File: config.mk
export PLATFORM = sky130hd
export DESIGN_NAME = dhks_outq
export DESIGN_NICKNAME = d
export VERILOG_FILES = /design/src/rtl/core/dhks_pkg.sv /design/src/rtl/core/dhks_outq.sv
export SDC_FILE = /design/constraint.sdc
export NUM_CORES = 1
export LEC_CHECK = 0
export BUFFER_PORTS_ARGS = -buffer_cell sky130_fd_sc_hd__buf_4
export CAP_MARGIN = 20
export CELL_PAD_IN_SITES_DETAIL_PLACEMENT = 1
export CELL_PAD_IN_SITES_GLOBAL_PLACEMENT = 1
export CORE_UTILIZATION = 40
export CTS_BUF_LIST = sky130_fd_sc_hd__clkbuf_4
export DETAILED_ROUTE_END_ITERATION = 7
export GPL_ROUTABILITY_DRIVEN = 0
export PLACE_DENSITY_LB_ADDON = 0.05
export SYNTH_ARGS = -nofsm -noshare
export SYNTH_HDL_FRONTEND = slang
export SYNTH_SLANG_ARGS = --single-unit
File: constraint.sdc
create_clock -name i_clk -period 3.6 [get_ports i_clk]
set_input_delay 0.72 -clock i_clk [delete_from_list [all_inputs] [get_ports i_clk]]
set_output_delay 0.72 -clock i_clk [all_outputs]
set_load 0.1 [all_outputs]
File: src/rtl/core/dhks_pkg.sv
// Package for the double-hashed key set: sizes, codes and the records that
// travel between the front queue, the probe engine and the result queue.
// Depends on nothing.
`timescale 1ns / 1ps

package dhks_pkg;

    localparam int TABLE_SIZE = 4096;
    localparam int ADDR_W     = $clog2(TABLE_SIZE);
    localparam int COUNT_W    = $clog2(TABLE_SIZE + 1);
    localparam int KEY_W      = 160;
    localparam int FLAG_W     = 8;
    localparam int SLOT_W     = 12;
    localparam int HOME_W     = 19;
    localparam int STRIDE_W   = 16;

    localparam logic [ADDR_W-1:0] LAST_SLOT      = ADDR_W'(TABLE_SIZE - 1);
    localparam logic [FLAG_W-1:0] FLAG_PROCESSED = FLAG_W'(1);

    typedef enum logic {
        FUNC_LOOKUP = 1'b0,
        FUNC_INSERT = 1'b1
    } t_func;

    typedef struct packed {
        t_func              func;
        logic [KEY_W-1:0]   key;
        logic [FLAG_W-1:0]  flag;
        logic [ADDR_W-1:0]  home;
        logic [ADDR_W-1:0]  stride;
    } t_cmd;

    typedef struct packed {
        logic               found;
        logic [FLAG_W-1:0]  flag_out;
        logic               processed;
        logic [SLOT_W-1:0]  slot;
        logic               newly_added;
        logic               table_full;
        logic [COUNT_W-1:0] entry_count;
    } t_res;

    typedef struct packed {
        logic take;
        logic ready;
    } t_eng_ctl;

endpackage

File: src/rtl/core/dhks_outq.sv
// Result queue: holds up to two finished results until they are popped.
// Depends on dhks_pkg.
`timescale 1ns / 1ps

module dhks_outq (
    input  logic           i_clk,
    input  logic           i_rst_n,
    input  logic           i_push,
    input  dhks_pkg::t_res i_res,
    output logic           o_full,
    input  logic           i_pop,
    output logic           o_empty,
    output dhks_pkg::t_res o_res
);
    import dhks_pkg::*;

    t_res       r_q [2];
    logic       r_wr_ptr, n_wr_ptr;
    logic       r_rd_ptr, n_rd_ptr;
    logic [1:0] r_cnt, n_cnt;
    logic       push_ok;
    logic       pop_ok;

    assign o_full  = (r_cnt == 2'd2);
    assign o_empty = (r_cnt == 2'd0);
    assign push_ok = i_push && !o_full;
    assign pop_ok  = i_pop && !o_empty;
    assign o_res   = r_q[r_rd_ptr];

    always_comb begin
        n_wr_ptr = r_wr_ptr ^ push_ok;
        n_rd_ptr = r_rd_ptr ^ pop_ok;
        n_cnt    = r_cnt + 2'(push_ok) - 2'(pop_ok);
    end

    always_ff @(posedge i_clk) begin
        if (!i_rst_n) begin
            r_wr_ptr <= 1'b0;
            r_rd_ptr <= 1'b0;
            r_cnt    <= 2'd0;
        end else begin
            r_wr_ptr <= n_wr_ptr;
            r_rd_ptr <= n_rd_ptr;
            r_cnt    <= n_cnt;
        end
    end

    always_ff @(posedge i_clk) begin
        if (push_ok) begin
            r_q[r_wr_ptr] <= i_res;
        end
    end

endmodule

==> results by stage <==
Global route:
- The number of global-route vias before repair is 1707.
- The initial antenna violation count came to 0.
- For this run the aggregate overflow at the end of global routing stands at 0.
- The total routing usage reported by global routing is 0.137.
- Entering global routing, the biggest net connects 38 pins.
- The first global-routing pass estimated 8.36 mm of wire.

Power:
- The analysis attributes to cell leakage a power of 1.53 nW.
- The power density of the placed cells is 883 mW/mm2.
- The worst-case IR drop observed on VDD is 376 uV.

Critical path:
- The path type of the worst setup path is flop to output port.
- The endpoint identified for the worst register-to-register timing path is r_q[1][13]$_DFFE_PP_.
- The critical path capture point type is an output port.
- The worst register-to-register path begins at r_cnt[0]$_SDFF_PN0_.
- The slack of the worst reg-to-reg path is 1.67 ns.
- The worst register-to-register path has a depth of 3.
- The worst setup path is launched from a flop.
- Along the worst path, the maximum fanout reaches 37.
- The data arrival time of the worst path is 1.90 ns.
- The critical path ends at o_res[3].
- The required time reported for the critical path endpoint is 2.88 ns.

Synth:
- The total of flip-flops plus latches after synthesis is 79.
- Counting distinct cell types in the post-synthesis netlist gives 18.
- The average instance in the mapped netlist occupies 22.0 um2.
- After technology mapping, the gate count stands at 140.
- The number of nets handed over by synthesis was 185.
- The Yosys warning count is 0.
- Summing every instance area after synthesis gives 0.00309 mm2.
- The share of the Yosys chip area taken by registers is 0.752.

Timing:
- The worst hold-check slack is 0.492 ns.
- Setup repair after global routing left no endpoint under its margin.
- Setup violations remaining at the end of the flow were counted as 0.
- After routing, the total negative slack on setup checks comes to 0 ns.
- The maximum clock rate is 0.381 GHz.
- The number of failing hold endpoints at the final stage is 0.
- The final count of pins violating max slew is 0.
- The fraction of the cycle the final worst path needs is 0.728.
- Across the routed clock network, the largest skew measured is 0.00935 ns.
- The routed design could run at a clock period as short as 2.62 ns.
- Measured against its own limit, the worst slew margin works out to 0.370.
- The actual transition at the worst max-transition pin is 0.945 ns.

Detailed routing:
- The first detailed-routing pass ran for 4 iterations.
- After detailed routing, the total wire length is 5.18 mm.
- For this run, design rule violations remaining after detail routing come to 0.
- In this run the remaining antenna-violating nets after routing total 0.
- The count of routing violations after the opening detailed-route iteration is 63.
- The detail-routed via count per cell is 4.59.
- The via total after detailed routing is 1514.
- Dividing the detail-routed wire length by the instance count gives 15.7 um.

Placement:
- The half-perimeter wire length after detailed placement is 3.45 mm.
- The number of input and output port buffers inserted is 79.
- The number of placed instances, taps included is 315.

Clock tree:
- The tree built by TritonCTS fans out to 79 sinks.
- In this run the deepest clock path goes through 2 buffers.
- The clock latency on the worst-skew pair is 0.40 ns.
- In this run the clock root is driven by a clkbuf_4.
- TritonCTS created 9 clock buffers.
- The hold-fix buffer count after cts is 0.
- The maximum level of the CTS H-tree is 3.
- Once the clock tree was built, the resizer swapped 0 gates to a different size.
- The number of buffers inserted to repair setup after CTS is 0.
- The clock-pin slew reported for the worst setup and hold paths after clock tree synthesis is 0.12 ns.
- The clock tree from TritonCTS is yes.

Finish:
- The fraction of final layout cells with drive strength greater than 1 is 0.589.
- The core utilization of the finished layout is 0.529.
- For this run, the number of standard cells in the final layout without fillers is 330.
- The net count of the finished layout is 272.
- The layout has 712 filler cells.
- Relative to the synthesized area, the layout overhead comes to 26.3%.
- The number of antenna cells inserted is 0.

Floorplanning:
- For this design the top-level I/O count stands at 80.
- The count of standard-cell rows is 31.
- The width of the die is 89.8 um.
- For this configuration, the core starts out at a cell density of 0.419.
- The core outline area is 0.00737 mm2.
- The area of the die is 0.00807 mm2.
- The vertical die dimension is 89.8 um.

Flow run:
- Across the run, the number of max-cap violations was 0.

Outcome:
- The run finished with clean final reports.

Worst hold path:
- The source of the worst hold timing path is i_res[17].
- The path class of the tightest hold or removal check is primary input to flop.
- Along the worst hold path, the cell count comes to 1.
## logic make-up (layout without fill, tap and decap cells)
family | Yosys count | in the layout | share of synthesized area
compound gates | 1 | 1 | 0.00243
buf+inv | 7 | 98 | 0.0268
simple gates | 9 | 9 | 0.0170
fa+ha+maj | 4 | 4 | 0.0162
xor+xnor | 1 | 1 | 0.00730
mux | 39 | 39 | 0.178
flops | 79 | 79 | 0.752
## sequential cells by signal (all words and copies together) (netlist names), named ones only
name / flops
r_q: 74
r_cnt: 2
r_rd_ptr: 1
r_wr_ptr: 1
## final cells by class
class,instances,area [um2],share of cell area
Clock buffer,9,67.6,0.0173
Multi-Input combinational cell,54,687,0.176
Sequential cell,79,2320,0.596
Tap cell,99,124,0.0318
Inverter,3,11.3,0.00289
Clock inverter,6,86.3,0.0221
Timing Repair Buffer,80,601,0.154
## worst min-delay path by stage
stage / to / slack, ns
5_1_grt: r_q[1][33]$_DFFE_PP_ / 0.45
2_1_floorplan: flop / 0.45
3_5_place_dp: r_rd_ptr$_SDFF_PN0_ / 0.49
3_3_place_gp: flop / 0.45
6_report: r_q[0][17]$_DFFE_PP_ / 0.49
4_1_cts: r_q[1][26]$_DFFE_PP_ / 0.46
## stage by stage
step | total power [mW] | cell area, um2 | worst slack (ns)
2_1_floorplan | 2.65 | 3090 | 1.30
3_3_place_gp | 2.88 | 3750 | 1.42
3_5_place_dp | 2.91 | 3750 | 1.37
4_1_cts | 3.48 | 3900 | 0.921
5_1_grt | 3.58 | 3900 | 0.865
6_report | 3.44 | 3900 | 0.978
## per-layer routing
layer | global-route usage | vias to the layer above | share of wire
li1 | - | 713 | -
met1 | 0.141 | 748 | 0.39
met2 | 0.249 | 46 | 0.54
met3 | 0.0457 | 7 | 0.059
met4 | 0.0615 | 0 | 0.013
met5 | 0 | - | 0
## cells in the mapped netlist (all sizes together)
cell	count	area share
mux2i	2	0.0065
xnor3	1	0.0073
nand2b	1	0.0020
inv	3	0.0036
o21a	1	0.0024
dfxtp	5	0.032
nor2b	2	0.0049
or2b	1	0.0024
ha	4	0.016
nor2	1	0.0012
buf	4	0.023
nand2	2	0.0024
and2	2	0.0041
edfxtp	74	0.72
mux2	37	0.17
## placed cells by master (no fill, tap or decap)
| master | n |
|---|---|
| clkinv_4 | 1 |
| buf_4 | 80 |
| clkbuf_4 | 9 |
| ha_2 | 2 |
| edfxtp_1 | 74 |
| xnor3_1 | 1 |
| mux2i_1 | 2 |
| nand2b_1 | 1 |
| dfxtp_2 | 1 |
| clkinv_2 | 2 |
| bufinv_16 | 2 |
| clkinvlp_4 | 1 |
| nor2b_2 | 1 |
| o21a_1 | 1 |
| nor2_1 | 1 |
| mux2_4 | 30 |
| inv_1 | 3 |
| dfxtp_1 | 4 |
| ha_1 | 2 |
| or2b_1 | 1 |
| and2_1 | 2 |
| nand2_1 | 2 |
| mux2_2 | 7 |
| nor2b_1 | 1 |
## worst max-delay path: stages (launching register included)
cell and delay [ns]:
dfxtp_2 0.33, buf_4 0.52, mux2_2 0.41, buf_4 0.23
## report_power, final
part	total, mW	leakage (nW)	switching [mW]	internal [mW]
sequential	1.21	0.733	0.0405	1.17
clock	0.569	0.0818	0.292	0.277
combinational	1.67	0.713	1.24	0.430
total	3.44	1.53	1.57	1.87
No activity file was read; power rests on OpenSTA's default activity.
